File: src/hdl/chenc_pkg.sv
// ----------------------------------------------------------------------------
// chenc_pkg
// shared constants, request codes and job type for the canonical huffman
// encoder
// ----------------------------------------------------------------------------
`default_nettype none

package chenc_pkg;

    localparam int MAX_CODE_LEN = 16;
    localparam int ALPHABET     = 256;

    localparam int REQ_W  = 3;
    localparam int LEN_W  = 5;
    localparam int CNT_W  = 9;
    localparam int BYTE_W = 8;

    localparam int SYM_W  = (ALPHABET > 1) ? $clog2(ALPHABET) : 1;
    localparam int LIDX_W = $clog2(MAX_CODE_LEN + 1);
    localparam int SUM_W  = ((MAX_CODE_LEN > CNT_W) ? MAX_CODE_LEN : CNT_W) + 1;
    localparam int SH_W   = MAX_CODE_LEN + BYTE_W;

    localparam int QDEPTH = 4;
    localparam int QPTR_W = $clog2(QDEPTH);

    localparam logic [REQ_W-1:0] REQ_SET_COUNT = 3'd0;
    localparam logic [REQ_W-1:0] REQ_FINALIZE  = 3'd1;
    localparam logic [REQ_W-1:0] REQ_ASSIGN    = 3'd2;
    localparam logic [REQ_W-1:0] REQ_ENCODE    = 3'd3;
    localparam logic [REQ_W-1:0] REQ_FLUSH     = 3'd4;

    localparam int PADDR_W = 3;
    localparam int PDATA_W = 32;
    localparam logic [0:0] REG_LONGEST = 1'b0;

    typedef struct packed {
        logic                    is_flush;
        logic [LEN_W-1:0]        len;
        logic [MAX_CODE_LEN-1:0] code;
    } t_job;

    typedef struct packed {
        logic empty;
        logic almost_full;
        logic full;
    } t_qstat;

endpackage

`default_nettype wire

File: src/hdl/chenc_queue.sv
// ----------------------------------------------------------------------------
// chenc_queue
// short job queue between the table front end and the bit packer
// ----------------------------------------------------------------------------
`default_nettype none

module chenc_queue (
    input  wire logic               i_clk,
    input  wire logic               i_rst_n,
    input  wire logic               i_push,
    input  wire chenc_pkg::t_job    i_job,
    input  wire logic               i_pop,
    output chenc_pkg::t_job         o_head,
    output chenc_pkg::t_qstat       o_qstat
);

    localparam int PW = chenc_pkg::QPTR_W;
    localparam int D  = chenc_pkg::QDEPTH;

    chenc_pkg::t_job r_q [0:D-1];
    logic [PW-1:0]   r_wr;
    logic [PW-1:0]   r_rd;
    logic [PW:0]     r_cnt;

    logic do_push;
    logic do_pop;

    assign o_qstat.empty       = (r_cnt == '0);
    assign o_qstat.full        = (r_cnt == (PW+1)'(D));
    assign o_qstat.almost_full = (r_cnt >= (PW+1)'(D - 1));
    assign o_head              = r_q[r_rd];

    assign do_push = i_push && !o_qstat.full;
    assign do_pop  = i_pop && !o_qstat.empty;

    always_ff @(posedge i_clk) begin
        if (do_push) begin
            r_q[r_wr] <= i_job;
        end
    end

    always_ff @(posedge i_clk) begin
        if (!i_rst_n) begin
            r_wr  <= '0;
            r_rd  <= '0;
            r_cnt <= '0;
        end else begin
            if (do_push) begin
                r_wr <= PW'(r_wr + 1'b1);
            end
            if (do_pop) begin
                r_rd <= PW'(r_rd + 1'b1);
            end
            r_cnt <= (PW+1)'(r_cnt + (PW+1)'(do_push) - (PW+1)'(do_pop));
        end
    end

endmodule

`default_nettype wire

File: config.mk
export PLATFORM = sky130hd
export DESIGN_NAME = chenc_queue
export DESIGN_NICKNAME = d
export VERILOG_FILES = /design/src/hdl/chenc_pkg.sv /design/src/hdl/chenc_queue.sv
export SDC_FILE = /design/constraint.sdc
export NUM_CORES = 1
export LEC_CHECK = 0
export BUFFER_PORTS_ARGS = -buffer_cell sky130_fd_sc_hd__buf_2
export CAP_MARGIN = 30
export CORE_MARGIN = 2
export CORE_UTILIZATION = 35
export DETAILED_ROUTE_END_ITERATION = 8
export SLEW_MARGIN = 5
export SYNTH_ARGS = -nofsm -noshare
export SYNTH_HDL_FRONTEND = slang
export SYNTH_SLANG_ARGS = --single-unit
File: constraint.sdc
create_clock -name i_clk -period 2.1 [get_ports i_clk]
set_input_delay 0.105 -clock i_clk [delete_from_list [all_inputs] [get_ports i_clk]]
set_output_delay 0.105 -clock i_clk [all_outputs]
set_load 0.005 [all_outputs]
### Yosys cells after proc, flatten, opt, wreduce, memory -nomap -nowiden

Memories as Yosys holds them, arrays and structs flattened. A register that Yosys moved wholly into a read port is not among the register bits.
Index checks and enable logic that the tools add are counted.

* memories kept: 1
* memory bits (read-only): 0
* bits of input ports: 26
* logic and storage cells: 19
* bits in writable memories: 88
* register bits after elaboration: 7
* latch bits: 0

* shifts and indexed selects: 0
* bitwise gates (word level): 0
* $lt $le $gt $ge: 1
* reduce and logical (&&, ||, !) cells: 5
* div/mod/pow operators: 0
* $mul: 0
* add/subtract/negate cells: 4
* equality and inequality tests: 1
* mux-type cells: 4

Memory list
* r_q: words 4, bits a word 22, rd ports 1, clocked after memory_dff 1, write ports 1, line chenc_queue.sv:20 `chenc_pkg::t_job r_q [0:D-1];`

Operators with widths (number)
* $add 2x1->2 const B: 2
* $mux 2: 2
* $add 3x1->3: 1
* $eq 3x3->1 const B: 1
* $ge 3x2->1 const B: 1
* $logic_not 3->1: 1
* $sub 3x1->3: 1
* $logic_and 1x1->1: 2
* $logic_not 1->1: 2
* $mux 1: 2

### Logic depth before layout (Yosys ltp)

* depth in word-level cells: 5
* gate-level depth with buffers: 11
* gate-level depth less buffers: 10

### Least setup slack after synthesis

No wires, ideal clock.

* path type: register -> register
* start point: register r_cnt[1]
* end point: register r_cnt[2]
* path buffers: 1
* slack: 0.083 ns
* data arrival time: 1.902 ns
* stages on the path, launching flop included: 12
* data required time: 1.985 ns
* setup time: 0.115 ns
* path through: dfxtp_1 nor3b_2 nor2b_1 buf_2 inv_1 ha_1 inv_1 ha_1 inv_1 fa_1 xnor2_1 and2_1

RTL lines
* start: declaration: line chenc_queue.sv:23 `logic [PW:0] r_cnt;`
* start signal: assignment: line chenc_queue.sv:54 `r_cnt <= (PW+1)'(r_cnt + (PW+1)'(do_push) - (PW+1)'(do_pop));`

### Worst setup path after layout

* start point: register r_cnt[1]
* end point: register r_cnt[2]

RTL lines
* $logic_not 3->1: line chenc_queue.sv:28 `assign o_qstat.empty = (r_cnt == '0);`
* $logic_not 1->1: line chenc_queue.sv:34 `assign do_pop = i_pop && !o_qstat.empty;`
* $logic_and 1x1->1: line chenc_queue.sv:34
* via do_pop: line chenc_queue.sv:26 `logic do_pop;`
* $sub 3x1->3: line chenc_queue.sv:54

The timed path passes the listed nets, and every way through them passes these cells.
A chain may end at the register's enable or synchronous reset.

==> results <==
- The clock skew after layout is 0.0122 ns.
- The number of clock buffers inserted by TritonCTS is 9.
- The via count is 1,776.
- The number of core rows is 37.
- The clock period minus final worst setup slack is 1.98 ns.
- Relative to the synthesized area, the layout overhead comes to 24.7%.
- The run finished with clean final reports.
- The utilization of the core after routing is 44.6%.
- The cell area after technology mapping is 3680 µm².
- The count of pins over their slew limit is 0.
- The worst register-to-register path has a setup slack of 0.12 ns.
- For the worst setup path, the data arrival time is 2.23 ns.
- The average routed wire per standard cell is 15.2 µm.
- The number of global-route vias before repair is 1,829.
- The kind of end point of the critical path is a register.
- The number of H-tree levels is 3.
- The final routed DRC violation total is 0.
- Global routing used 11.3% of the available tracks.
- The most common cell after layout, fill and taps aside is edfxtp_1.
- For this design the static power due to leakage is 0.00158 µW.
- The wire-length estimate of the detail-placed layout is 3660 µm.
- The worst-case IR drop observed on VDD is 0.584 mV.
- The actual transition at the worst max-transition pin is 0.449 ns.
- The pre-antenna-repair detailed-routing pass consisted of 4 iterations.
- The warning count from the yosys run is 0.
- The total overflow left after global routing is 0.
- The sequential cell area fraction in the yosys report is 76.8%.
- The number of distinct library cell variants in the gate-level netlist after synthesis is 21.
- Buffers placed on the I/O ports in this run total 50.
- The number of DRC markers after the initial detailed-route iteration is 47.
- The endpoint required time on the critical path is 2.35 ns.
- The top fanout value on the critical path is 5.
- The post-synthesis net count is 201.
- The width of the die is 106 µm.
- The detail route stage leaves a number of antenna-violating nets equal to 0.
- Routability-driven placement finished with a final weighted congestion of 0.683.
- The die covers 11,300 µm².
- The insertion delay to the later sink of the worst-skew pair is 0.35 ns.
- The setup TNS after final layout is 0 ns.
- The tool flagged a number of max-cap violations equal to 0.
- 0 antenna diodes ended up in the layout.
- The clock-pin slew of the registers on the worst-case setup and hold paths is 0.09 ns.
- The total I/O pin count is 51.
- The type of the tightest min-delay check is in -> reg.
- In this run the mean area of a mapped cell was 22.0 µm².
- For this design, the sink count on the clock tree is 97.
- The initial utilization of the core area, before any placement, comes to 35.8%.
- The kind of critical path is reg -> reg.
- The area of the multi-input gates is 796 µm².
- Dividing the detail-routed via count by the number of cells gives 4.53.
- In the synthesized netlist, the number of instances is 167.
- The tree is rooted in a clkbuf_8.
- The power per standard cell area is 1010 nW/µm².
- The total core area is 10,300 µm².
- The vertical die dimension is 106 µm.
- The layout net count is 285.
- STA classifies the critical path startpoint as a register.
- The number of antenna violations at the first check in global routing is 0.
- The final-report hold violation count is 0.
- TritonCTS built the clock tree.
- The maximum buffer depth of the clock tree is 2.
- In the layout the commonest cells are 88 x edfxtp_1, 50 x buf_2, 22 x dlygate4sd3_1.
- Registers take 2830 µm².
- Headroom to the max-slew limit came out at 70.0%.
- The number of synthesized register bits is 97.
- The highest attainable clock frequency is 504 MHz.
- The first global-routing pass estimated 9460 µm of wire.
- The portion of the clock cycle consumed by the worst path in the final layout is 94.5%.
- The final routed wirelength across all metal layers is 5980 µm.
- The pin count of the biggest net entering global routing is 23.
- Buffers added to address setup during post-CTS repair amount to 0.
- The number of setup violations in the final report is 0.
- The share of final-layout standard cells stronger than drive strength 1 is 38.3%.
- Fill cells in the final layout number 935.
[path summary, 6_finish.rpt]
check / start / endpoint / cells after the start
setup / recovery: r_cnt[1]$_SDFF_PN0_ / r_cnt[2]$_SDFF_PN0_ / 9
hold reg to reg: r_rd[1]$_SDFFE_PN0P_ / register / 2
hold / removal: i_rst_n / r_cnt[1]$_SDFF_PN0_ / 2
setup reg to reg: r_cnt[1]$_SDFF_PN0_ / r_cnt[2]$_SDFF_PN0_ / 9
[power breakdown]
group          internal [µW]  switching, µW  leakage [µW]  total [µW]
sequential              2350            125      0.000881        2470
combinational            625            468      0.000618        1090
clock                    433            618     0.0000827        1050
total                   3400           1210       0.00158        4620
[cells in the mapped netlist]
master | n | area (µm²)
nor3b_2 | 1 | 12.5
nand4bb_1 | 1 | 11.3
inv_1 | 6 | 22.5
a21boi_1 | 1 | 7.51
edfxtp_1 | 88 | 2640
mux4_1 | 2 | 52.6
or3_1 | 1 | 6.26
xnor2_1 | 1 | 8.76
nor3_2 | 1 | 10.0
nor2b_1 | 3 | 18.8
buf_2 | 3 | 15.0
nand2_1 | 7 | 26.3
mux4_2 | 20 | 450
dfxtp_1 | 9 | 180
mux2i_1 | 2 | 20.0
fa_1 | 1 | 20.0
ha_1 | 7 | 87.6
o21ai_0 | 4 | 20.0
clkbuf_1 | 1 | 3.75
buf_6 | 2 | 22.5
and2_1 | 6 | 37.5
[registers in the layout (all words and copies together), names as in the netlist, named ones only]
signal,flops
r_cnt,3
r_wr,2
r_rd,2
r_q,88
[worst max-delay path, stage by stage, from the launching register on]
cell and delay, ns:
dfxtp_2 0.37, nor3_4 0.26, nor2b_1 0.10, ha_1 0.27, inv_1 0.05, ha_1 0.13
inv_1 0.05, fa_1 0.37, xnor2_1 0.13, and2_1 0.15
[timing repair]
item / in CTS / in global routing
endpoints found under the setup margin: 0 / 1
hold buffers: 22 / 0
endpoints found under the hold margin: 88 / 0
gates resized for setup: 0 / 4
[cells by family (layout without fill, tap and decap cells)]
family | after synthesis | count (layout) | synth area share [%]
AOI/OAI and AO/OA | 5 | 5 | 0.749
xor gates and xnor gates | 1 | 1 | 0.238
adders and majority gates | 8 | 8 | 2.93
buffers and inverters | 12 | 101 | 1.74
DFF | 97 | 97 | 76.8
muxes | 24 | 24 | 14.2
and+or+nand+nor | 20 | 20 | 3.34
[layer usage]
| layer | share of wire [%] | track usage (%) |
|---|---|---|
| met1 | 43 | 13.4 |
| met5 | 0 | 0 |
| met4 | 1.8 | 5.01 |
| met3 | 4.6 | 3.13 |
| met2 | 51 | 19.2 |
[final cells by class]
| class | count | area share (%) |
|---|---|---|
| clock buffers | 10 | 2.78 |
| clock inverters | 6 | 0.928 |
| inverters | 6 | 0.491 |
| multi-input cells | 58 | 17.4 |
| flip-flops and latches | 97 | 61.7 |
| well taps | 136 | 3.71 |
| repair buffers | 79 | 13.0 |
[through the flow]
step	hold slack (ns)	total power, µW	worst slack, ns	instance area [µm²]	std cells
after CTS	0.0768	4680	0.0272	4570	392
after global placement	0.322	3580	0.101	4180	354
after global routing	0.0921	4890	-0.00113	4580	392
after detailed placement	0.323	3590	0.0370	4180	354
final	0.0812	4620	0.115	4580	392
after floorplan	0.204	3130	0.0829	3680	167
Power figures use the tool's default switching activity.
