File: config.mk
export PLATFORM = sky130hd
export DESIGN_NAME = chenc_back
export DESIGN_NICKNAME = d
export VERILOG_FILES = /design/src/hdl/chenc_pkg.sv /design/src/hdl/chenc_back.sv
export SDC_FILE = /design/constraint.sdc
export NUM_CORES = 1
export LEC_CHECK = 0
export ABC_AREA = 1
export BUFFER_PORTS_ARGS = -buffer_cell sky130_fd_sc_hd__buf_4
export CAP_MARGIN = 5
export CORE_UTILIZATION = 50
export CTS_BUF_LIST = sky130_fd_sc_hd__clkbuf_2 sky130_fd_sc_hd__clkbuf_4 sky130_fd_sc_hd__clkbuf_8
export DETAILED_ROUTE_END_ITERATION = 8
export PLACE_DENSITY = 0.81
export SYNTH_ARGS = -nofsm -noshare
export SYNTH_HDL_FRONTEND = slang
export SYNTH_SLANG_ARGS = --single-unit
export TNS_END_PERCENT = 20
File: constraint.sdc
create_clock -name i_clk -period 3.39 [get_ports i_clk]
set_input_delay 0.678 -clock i_clk [delete_from_list [all_inputs] [get_ports i_clk]]
set_output_delay 0.678 -clock i_clk [all_outputs]
set_load 0.05 [all_outputs]
File: src/hdl/chenc_pkg.sv
// ----------------------------------------------------------------------------
// chenc_pkg
// shared constants, request codes and job type for the canonical huffman
// encoder
// ----------------------------------------------------------------------------
`default_nettype none

package chenc_pkg;

    localparam int MAX_CODE_LEN = 16;
    localparam int ALPHABET     = 256;

    localparam int REQ_W  = 3;
    localparam int LEN_W  = 5;
    localparam int CNT_W  = 9;
    localparam int BYTE_W = 8;

    localparam int SYM_W  = (ALPHABET > 1) ? $clog2(ALPHABET) : 1;
    localparam int LIDX_W = $clog2(MAX_CODE_LEN + 1);
    localparam int SUM_W  = ((MAX_CODE_LEN > CNT_W) ? MAX_CODE_LEN : CNT_W) + 1;
    localparam int SH_W   = MAX_CODE_LEN + BYTE_W;

    localparam int QDEPTH = 4;
    localparam int QPTR_W = $clog2(QDEPTH);

    localparam logic [REQ_W-1:0] REQ_SET_COUNT = 3'd0;
    localparam logic [REQ_W-1:0] REQ_FINALIZE  = 3'd1;
    localparam logic [REQ_W-1:0] REQ_ASSIGN    = 3'd2;
    localparam logic [REQ_W-1:0] REQ_ENCODE    = 3'd3;
    localparam logic [REQ_W-1:0] REQ_FLUSH     = 3'd4;

    localparam int PADDR_W = 3;
    localparam int PDATA_W = 32;
    localparam logic [0:0] REG_LONGEST = 1'b0;

    typedef struct packed {
        logic                    is_flush;
        logic [LEN_W-1:0]        len;
        logic [MAX_CODE_LEN-1:0] code;
    } t_job;

    typedef struct packed {
        logic empty;
        logic almost_full;
        logic full;
    } t_qstat;

endpackage

`default_nettype wire

File: src/hdl/chenc_back.sv
// ----------------------------------------------------------------------------
// chenc_back
// msb-first bit packer: takes code jobs from the queue and emits full bytes,
// and on flush the zero-padded partial byte, through an output register
// ----------------------------------------------------------------------------
`default_nettype none

module chenc_back (
    input  wire logic                           i_clk,
    input  wire logic                           i_rst_n,
    input  wire chenc_pkg::t_job                i_head,
    input  wire chenc_pkg::t_qstat              i_qstat,
    output logic                                o_pop,
    output logic                                o_valid,
    input  wire logic                           i_stall,
    output logic [chenc_pkg::BYTE_W-1:0]        o_packed_byte,
    output logic                                o_last_of_run
);

    localparam int LW = chenc_pkg::LEN_W;
    localparam int HW = chenc_pkg::SH_W;
    localparam int BW = chenc_pkg::BYTE_W;
    localparam logic [LW-1:0] MAXL_L = LW'(chenc_pkg::MAX_CODE_LEN);

    logic          r_busy;
    logic          r_flush;
    logic [HW-1:0] r_sh;
    logic [LW-1:0] r_left;
    logic [BW-1:0] r_buf;
    logic [2:0]    r_pend;
    logic          r_out_valid;
    logic [BW-1:0] r_out_byte;
    logic          r_out_last;

    logic          can_go;
    logic [LW-1:0] avail;
    logic [LW-1:0] take;
    logic [LW-1:0] fill;
    logic [LW-1:0] rest;
    logic [BW-1:0] nbuf;
    logic [HW-1:0] load_sh;

    assign can_go = !r_out_valid || !i_stall;
    assign o_pop  = !r_busy && !i_qstat.empty;

    assign avail   = LW'(8) - LW'(r_pend);
    assign take    = (r_left < avail) ? r_left : avail;
    assign fill    = LW'(r_pend) + take;
    assign rest    = LW'(r_left - take);
    assign nbuf    = r_buf | (r_sh[HW-1 -: BW] >> r_pend);
    assign load_sh = {i_head.code, BW'(0)} << (MAXL_L - i_head.len);

    always_ff @(posedge i_clk) begin
        if (!i_rst_n) begin
            r_busy      <= 1'b0;
            r_flush     <= 1'b0;
            r_sh        <= '0;
            r_left      <= '0;
            r_buf       <= '0;
            r_pend      <= '0;
            r_out_valid <= 1'b0;
            r_out_byte  <= '0;
            r_out_last  <= 1'b0;
        end else begin
            if (!i_stall) begin
                r_out_valid <= 1'b0;
            end
            if (o_pop) begin
                r_busy  <= 1'b1;
                r_flush <= i_head.is_flush;
                r_sh    <= load_sh;
                r_left  <= i_head.len;
            end else if (r_busy && can_go) begin
                if (r_flush) begin
                    r_busy <= 1'b0;
                    if (r_pend != '0) begin
                        r_out_valid <= 1'b1;
                        r_out_byte  <= r_buf;
                        r_out_last  <= 1'b1;
                        r_buf       <= '0;
                        r_pend      <= '0;
                    end
                end else begin
                    r_sh   <= r_sh << take;
                    r_left <= rest;
                    if (rest == '0) begin
                        r_busy <= 1'b0;
                    end
                    if (fill == LW'(8)) begin
                        r_out_valid <= 1'b1;
                        r_out_byte  <= nbuf;
                        r_out_last  <= (rest < LW'(8));
                        r_buf       <= '0;
                        r_pend      <= '0;
                    end else begin
                        r_buf  <= nbuf;
                        r_pend <= 3'(fill);
                    end
                end
            end
        end
    end

    assign o_valid       = r_out_valid;
    assign o_packed_byte = r_out_byte;
    assign o_last_of_run = r_out_last;

endmodule

`default_nettype wire

After elaboration in Yosys (flattened, before gate mapping)
Index checks and enable logic that the tools add are counted.
{ "word_totals": {"regBits": 52, "in_bits": 28, "output_inout_bits": 11, "wordCells": 68} }
{ "op_classes": {"addsub": 4, "n_lt_le_gt_ge": 2, "eq_ne": 3, "shift": 3, "mux": 29, "bitwise": 2, "n_reduce_logical": 16} }
{ "ops": {"columns": ["operator", "count"], "rows": [
  ["24-bit 2-to-1 mux", 3],
  ["8-bit 2-to-1 mux", 6],
  ["24-bit by 5-bit left shift with 24-bit output", 2],
  ["5-bit 2-to-1 mux", 4],
  ["1-bit 2-to-1 mux", 13],
  ["3-bit 2-to-1 mux", 3],
  ["8-bit OR", 1],
  ["8-bit by 3-bit right shift with 8-bit output", 1],
  ["3-bit nonzero test", 2],
  ["3-bit by 5-bit adder with 5-bit output", 1],
  ["5-bit by 4-bit == test with 1-bit output, second input constant", 1],
  ["5-bit logical NOT", 1],
  ["5-bit by 4-bit < comparator with 1-bit output, second input constant", 1],
  ["5-bit < comparator", 1],
  ["4-bit by 3-bit subtractor with 5-bit output, first input constant", 1],
  ["5-bit subtractor", 1],
  ["5-bit subtractor, first input constant", 1],
  ["1-bit logical NOT", 4],
  ["2-bit AND reduction", 2],
  ["4-bit AND reduction", 1],
  ["2-bit nonzero test", 2],
  ["3-bit AND reduction", 1],
  ["1-bit logical AND", 2],
  ["2-bit by 1-bit != test with 1-bit output, second input constant", 1],
  ["other kinds (3)", 3]
]} }

Depth between registers and ports, before layout
Gate-level depths: netlist (run 1).
{ "depth": {"depth_word": 9, "mapped_depth": 28, "depth_no_buf": 24} }

Least setup slack after synthesis (run 1)
OpenSTA, ideal clock, no wires.
{ "synth_timing": {"path_type": "register to register", "start": "register r_pend[1]", "end": "register r_out_byte[1] (netlist: o_packed_byte[1])", "t_arrival_ps": 3602, "path_slack_ps": -282, "stages_incl_launch_ff": 27, "path_buffers": 3, "path_cell_list": "dfxtp_1 -> buf_2 -> inv_2 -> ha_1 -> ha_1 -> inv_1 -> ha_1 -> nand2_1 -> nand2_1 -> nand2_1 -> nand3_4 -> nand2_2 -> nand2_2 -> buf_4 -> ha_1 -> inv_1 -> fa_1 -> xor2_1 -> inv_1 -> nor3_1 -> nand3_1 -> nand2_1 -> nand2_2 -> inv_2 -> buf_6 -> o21ai_1 -> a21oi_1"} }
{ "synth_between": {"elab_chain_cells": 7, "word_cells_on_any_way": 13, "classes_between": "2 x add/sub; 1 x order compare; 2 x eq/ne; 1 x shift; 3 x mux; 1 x bitwise; 3 x reduce/logical"} }
{ "synth_rtl": {"columns": ["item", "line", "source"], "rows": [
  ["from (decl)", "chenc_back.sv:30", "logic [2:0] r_pend;"],
  ["from (signal assigned)", "chenc_back.sv:97", "r_pend <= 3'(fill);"],
  ["4-bit by 3-bit subtractor with 5-bit output", "chenc_back.sv:46", "assign avail = LW'(8) - LW'(r_pend);"],
  ["5-bit < comparator", "chenc_back.sv:47", "assign take = (r_left < avail) ? r_left : avail;"],
  ["5-bit 2-to-1 mux", "chenc_back.sv:47", null],
  ["3-bit by 5-bit adder with 5-bit output", "chenc_back.sv:48", "assign fill = LW'(r_pend) + take;"],
  ["5-bit by 4-bit == test with 1-bit output", "chenc_back.sv:89", "if (fill == LW'(8)) begin"],
  ["2-bit nonzero test (no source line)", null, null],
  ["4-bit AND reduction (no source line)", null, null],
  ["to (signal assigned)", "chenc_back.sv:78", "r_out_byte <= r_buf;"],
  ["to (signal assigned)", "chenc_back.sv:91", "r_out_byte <= nbuf;"],
  ["to (decl)", "chenc_back.sv:32", "logic [BW-1:0] r_out_byte;"]
]} }
Parallel ways exist; a longest one is shown, timed or not. The select of a mux whose other input is x is not followed.
A chain may end at the register's enable or synchronous reset.

Final worst setup path (run 1)
{ "layout_timing": {"start": "register r_pend[0]", "end": "register r_out_byte[4] (netlist: o_packed_byte[4])"} }
Same word-level chain as after synthesis.

==> results of run 1 <==
flip-flops by register name, indices dropped and copies added (netlist names):
name,count
r_flush,1
r_left,5
o_packed_byte,8
r_buf,8
r_busy,1
r_pend,3
r_sh,24
o_last_of_run,1
o_valid,1
how the worst max path moves through the flow:
| stage | to | slack, ps | cells past startpoint |
|---|---|---|---|
| after detailed placement | o_last_of_run | -90 | 23 |
| after floorplan | o_packed_byte[1] | -50 | 26 |
| after global placement | o_packed_byte[0] | 50 | 23 |
| final | o_packed_byte[4] | -60 | 21 |
| after global routing | o_packed_byte[4] | -300 | 21 |
| after CTS | o_last_of_run | 3 | 22 |
cells by family (layout without fill, tap and decap cells):
family,count (synthesis),count (layout)
buf+inv,100,142
fa+ha+maj,16,16
flops,52,52
xor+xnor,7,7
simple gates,430,430
compound gates,151,151
mux,4,4
placed cells by master (no fill, tap or decap), types with 3 or more instances in the layout:
cell      instances
inv_1            52
nand3_1         137
inv_2             6
nand4_1           7
clkbuf_8          5
dfxtp_1          50
a21oi_1          59
nor2_2            6
o211ai_1          6
buf_4            66
nand2_1         215
or2_2             5
o21ai_0          59
o21ai_1           9
nand2_4           5
nand2_2           9
nand3b_1          3
buf_6             3
ha_4              6
inv_6             4
mux2i_1           4
a31oi_1           6
nor2_1           38
xnor2_1           4
ha_1              7
stage by stage:
stage,cells,util [%]
finish,910,60.5
global route,910,60.5
CTS,902,59.0
detailed placement,892,57.6
global placement,892,57.6
floorplan,760,-
final cells by class:
class / instances / area [sq um]
Clock buffer: 5 / 68.8
Timing Repair Buffer: 70 / 549
Inverter: 63 / 251
Sequential cell: 52 / 1050
Clock inverter: 3 / 25.0
Tap cell: 108 / 135
Timing Repair inverter: 1 / 7.51
Multi-Input combinational cell: 608 / 3190
Fill cell: 821 / 3450
layer usage:
metal | global-route usage, % | part of all wire, % | up-vias
li1 | - | - | 2627
met1 | 39.0 | 42 | 2476
met2 | 47.7 | 47 | 261
met3 | 6.69 | 8.5 | 48
met4 | 9.30 | 2.4 | 0
met5 | 0 | 0 | -
critical path, cell delays in order (launching register included):
cell,delay (ps)
dfxtp_4,390
inv_6,30
ha_4,150
ha_4,270
inv_2,40
ha_4,210
nand2_2,60
nand2_2,70
nand2_4,90
nand4_1,180
nand2_4,140
ha_4,140
inv_4,30
fa_2,360
xor2_1,160
inv_1,90
nor3_2,220
nand3_2,130
nand2_2,120
nand2_4,90
o21ai_0,250
nor2_1,110
timing repair:
action,CTS,global route
endpoints found under the hold margin,0,0
pin swaps,0,17
resized for setup,3,24
setup buffers,1,8
gates cloned,1,0
setup endpoints to repair,4,20
==> run_results.csv, run 1 <==
group,metric,value,unit
global_route,antenna_found_initial,0,
sta,tns,-243,ps
drt,via_per_inst,5.95,
placed_design,place_hpwl,10500,microns
global_route,grt_usage,29.5,%
layout,final_cell_area,5280,sq um
synthesis,synth_top_area_share,23.0,%
synthesis,synth.most_common_cell,"nand2_1",
die,dieArea,9430,sq um
drt,wire_per_inst,16.1,microns
clock_tree,clkLatencyLatePin,320,ps
synthesis,yosysTopAreaCell,"dfxtp_1",
synthesis,synth_common_cells,"220 x nand2_1, 138 x nand3_1, 64 x o21ai_0",
drt,drtAntennaViolNets,0,
sta,layout_setup_ws,-59.6,ps
drt,wl,14600,microns
run_status,violations,"negative setup slack",
synthesis,ys_async_sr_fraction,0,%
sta,slew_headroom,60.2,%
min_path,min_from,"r_sh[5]",
synthesis,synthDistinctLibCells,39,
sta,drv_slew,0,
synthesis,synth_edf_count,0,
min_path,hold_path_class,"register to register",
sta,rsz0062_at_grt,"yes",
die,die_w,97.1,microns
sta,fin_skew,13.6,ps
min_path,min_to,"r_sh[5]",
drt,vias,5412,
synthesis,syn-num-nets,804,
worst_setup_path,arrival,3660,ps
synthesis,synth.area.top_cells,"dfxtp_1 23%, nand2_1 18%, nand3_1 15%",
layout,nNetsFinal,845,
flow_run,drv_cap,0,
die,rows,34,
global_route,grt_first_pass_wirelength,22900,microns
worst_setup_path,critPathLaunchType,"register",
min_path,min_path_cells,2,
layout,drive_gt1_share,17.0,%
worst_setup_path,r2r-start,"r_pend[0]",
synthesis,ys.flop_type,"dfxtp_1",
synthesis,synth_top_family_by_area,"simple AND/OR/NAND/NOR gates",
sta,max_clock_freq,0.290,GHz
worst_setup_path,rr_worst_depth,21,
global_route,grt_pass1_vias,4855,
synthesis,synth_mux_area_share,0.885,%
synthesis,avgSynthCellArea,5.95,sq um
synthesis,synthCells,760,
worst_setup_path,reg2reg_to,"o_packed_byte[4]",
drt,drc,0,
clock_tree,clock_sinks,52,
worst_setup_path,reg2reg_slack,-60,ps
die,pin_count,39,
sta,worst_hold_slack,472,ps
placed_design,gp_congestion,0.966,
die,initial_core_util,51.9,%
sta,post-route-min-period,3450,ps
synthesis,seq_area_frac_synth,23.0,%
placed_design,pre_cts_slack,-87.8,ps
die,die_y,97.1,microns
placed_design,port_buffers,36,
clock_tree,htree_levels,2,
synthesis,yosys_warnings,0,
worst_setup_path,critPathKind,"register to register",
layout,area_growth,16.6,%
sta,fin_crit_sh,102,%
sta,setup_violations,7,
worst_setup_path,startpoint,"r_pend[0]",
clock_tree,cts-root-buf,"clkbuf_8",
synthesis,synthSimpleGateAreaFrac,42.0,%
clock_tree,cts_tree,"yes",
synthesis,synthAdderAreaFrac,4.76,%
placed_design,dpl-instance-area,5020,sq um
worst_setup_path,critical_path_required,3600,ps
drt,firstDrtPassIters,5,
synthesis,synthesis.area,4520,sq um
clock_tree,cts_buffers,5,
sta,hold_viol_final,0,
synthesis,synth_xor_area_share,1.52,%
sta,tightest_slew,596,ps
clock_tree,hold_buffers,0,
drt,drt_iter0_markers,473,
synthesis,synth-compound-area-share,18.1,%
clock_tree,path_clk_slew,110,ps
global_route,overflow,0,
synthesis,synth_seq_cells,52,
layout,n_antenna_cell,0,
die,core,8720,sq um
global_route,grt_max_degree,36,
clock_tree,cts.path.max_buffers,2,
worst_setup_path,crit_fanout,6,
run_status,status,"finished, violations left",
worst_setup_path,crit_path_end_kind,"register",
Power of run 1 is left out: the tool's default activity adds up to more than one toggle a clock period on the data nets, which glitch-free logic cannot reach.
==> run 2: changes to the inputs <==
--- a/config.mk
+++ b/config.mk
@@ -5,7 +5,6 @@
 export SDC_FILE = /design/constraint.sdc
 export NUM_CORES = 1
 export LEC_CHECK = 0
-export ABC_AREA = 1
 export BUFFER_PORTS_ARGS = -buffer_cell sky130_fd_sc_hd__buf_4
 export CAP_MARGIN = 5
 export CORE_UTILIZATION = 50
==> run 2 against run 1 <==
Effect of this change:
- the flow still finishes with violations (negative setup slack)
- clock skew rose by 1.5 ps
- first-iteration DRC count rose by 27%
- count of clock-buffer cells in the layout did not move
- non-clock buffer count rose by 60
- final cell count fell by 7.8%
- synthesized area rose by 5.2%
- sequential cell count did not move
- register-to-register slack got worse by 240 ps
- global-route usage rose by 4.9 points
- core utilization rose by 5.4 points
- largest cell class unchanged
==> run_results.csv, run 2 <==
group,metric,value,unit
run_status,status,"finished, violations left",
run_status,violations,"negative setup slack",
synthesis,synth.area.top_cells,"dfxtp_1 22%, mux2i_1 9.5%, mux4_2 6.2%",
sta,tightest_slew,1320,ps
sta,drv_slew,0,
global_route,grt_max_degree,40,
die,initial_core_util,51.5,%
clock_tree,htree_levels,2,
synthesis,synthCells,616,
placed_design,dpl-instance-area,5640,sq um
synthesis,synthDistinctLibCells,68,
global_route,overflow,0,
sta,setup_violations,27,
layout,final_cell_area,6090,sq um
flow_run,drv_cap,0,
clock_tree,clock_sinks,52,
clock_tree,cts.path.max_buffers,2,
global_route,grt_pass1_vias,5188,
sta,worst_hold_slack,465,ps
worst_setup_path,critPathLaunchType,"register",
clock_tree,cts-root-buf,"clkbuf_8",
drt,drt_iter0_markers,600,
sta,fin_skew,15.0,ps
sta,rsz0062_at_grt,"yes",
sta,hold_viol_final,0,
die,die_w,99.6,microns
drt,drc,0,
worst_setup_path,cpPeakStageDelay,390,ps
worst_setup_path,critical_path_required,3620,ps
synthesis,ys.flop_type,"dfxtp_1",
drt,firstDrtPassIters,5,
die,core,9240,sq um
layout,regMostFlops,"r_sh",
placed_design,place_hpwl,12100,microns
clock_tree,path_clk_slew,120,ps
worst_setup_path,crit_path_frequent_cell,"ha_4",
die,dieArea,9910,sq um
drt,via_per_inst,6.61,
synthesis,yosys_warnings,0,
synthesis,synth.most_common_cell,"nand2_1",
sta,post-route-min-period,3690,ps
synthesis,synthesis.area,4760,sq um
drt,wire_per_inst,19.9,microns
layout,n_antenna_cell,0,
synthesis,synth_common_cells,"67 x nand2_1, 62 x nor2_1, 52 x dfxtp_1",
worst_setup_path,crit_path_top_delay_cell,"dfxtp_4",
layout,largest_reg_flops,24,
placed_design,port_buffers,36,
sta,slew_headroom,11.4,%
synthesis,avgSynthCellArea,7.72,sq um
sta,layout_setup_ws,-298,ps
clock_tree,cts_tree,"yes",
synthesis,synth_seq_cells,52,
layout,area_growth,28.0,%
placed_design,gp_congestion,1.02,
clock_tree,cts_buffers,5,
sta,fin_crit_sh,109,%
global_route,antenna_found_initial,0,
sta,max_clock_freq,0.271,GHz
worst_setup_path,critPathKind,"register to register",
synthesis,ys_async_sr_fraction,0,%
drt,vias,5546,
worst_setup_path,arrival,3910,ps
drt,wl,16700,microns
die,pin_count,39,
worst_setup_path,crit_fanout,5,
drt,drtAntennaViolNets,0,
synthesis,seq_area_frac_synth,21.9,%
clock_tree,clkLatencyLatePin,330,ps
layout,final_common_cell,"buf_4",
synthesis,synth_edf_count,0,
synthesis,yosysTopAreaCell,"dfxtp_1",
worst_setup_path,crit_path_end_kind,"register",
die,die_y,99.6,microns
global_route,grt_usage,34.4,%
layout,nNetsFinal,753,
min_path,hold_path_class,"register to register",
worst_setup_path,crit_chain,"inv_6, ha_4, ha_4, inv_4, ha_4, a21o_1, a211oi_4, buf_4, nand2_4, buf_6, a21o_4, ha_4, a21oi_4, nand2_1, a21oi_2, nand3_2, a21oi_4, o21bai_2, and2_4, a32o_1",
synthesis,syn-num-nets,660,
layout,drive_gt1_share,30.1,%
die,rows,35,
global_route,grt_first_pass_wirelength,26800,microns
layout,final_cell_mix,"123 x buf_4, 67 x nand2_1, 61 x nor2_1",
synthesis,synth_top_area_share,21.9,%
run 2: changes by cell type after synthesis, sizes merged, moves of 19 or more:
cell,before,now
inv,62,20
nor2,44,63
a211oi,1,24
nand3,140,26
nand2,229,68
o21ai,70,40
mux2i,4,47
nor3,2,24
run 2: worst paths after layout:
check	start	endpoint	slack [ps]	cells after the start
setup / recovery	r_pend[1]	r_buf[5]	-300	20
hold / removal	o_packed_byte[1]	o_packed_byte[1]	470	2
setup reg to reg	r_pend[1]	r_buf[5]	-300	20
hold reg to reg	o_packed_byte[1]	o_packed_byte[1]	470	2
run 2: cell type report:
class                      count  area, sq um
sequential                    52         1050
timing repair buffer         130         1020
inverter                      21         93.8
tap                          129          161
multi-input combinational    499         3670
clock inverter                 3         28.8
fill                         717         3150
clock buffer                   5         68.8
run 2: per-stage QoR:
step                setup TNS [ps]  util [%]  cells  setup slack (ps)
global placement             -3240      61.0    816              -238
finish                       -4410      65.9    839              -298
global route                 -8500      65.9    839              -461
CTS                          -2600      65.1    837              -239
floorplan                    -8100         -    616              -481
detailed placement           -7180      61.0    816              -422
run 2: timing repair:
action / 4_1_cts / 5_1_grt
buffers inserted: 13 / 2
setup endpoints to repair: 36 / 44
hold buffers: 0 / 0
pin swaps: 23 / 7
resized for setup: 42 / 15
run 2: cells by family (layout without fill, tap and decap cells):
| logic type | Yosys count | after routing | synth area share [%] |
|---|---|---|---|
| AO/OA/AOI/OAI | 203 | 203 | 28.9 |
| flip-flops | 52 | 52 | 21.9 |
| buffers and inverters | 65 | 159 | 6.42 |
| XOR/XNOR | 8 | 8 | 1.47 |
| AND/OR/NAND/NOR | 206 | 206 | 19.2 |
| adder cells (fa/ha/maj) | 16 | 16 | 4.52 |
| multiplexers | 66 | 66 | 17.6 |
run 2: worst max-delay path: cells and delay by family (launching register included):
kind	cells	cell delay [ps]
buffers and inverters	4	380
AO/OA/AOI/OAI	8	1550
AND/OR/NAND/NOR	4	480
adder cells (fa/ha/maj)	4	810
flip-flops	1	390
run 2: metal layers:
| layer | global-route usage (%) | part of all wire [%] | vias up |
|---|---|---|---|
| li1 | - | - | 2498 |
| met1 | 45.1 | 40 | 2584 |
| met2 | 55.7 | 46 | 380 |
| met3 | 5.83 | 10 | 84 |
| met4 | 15.2 | 4.2 | 0 |
| met5 | 0 | 0 | - |
Power of run 2 is left out for the same reason.
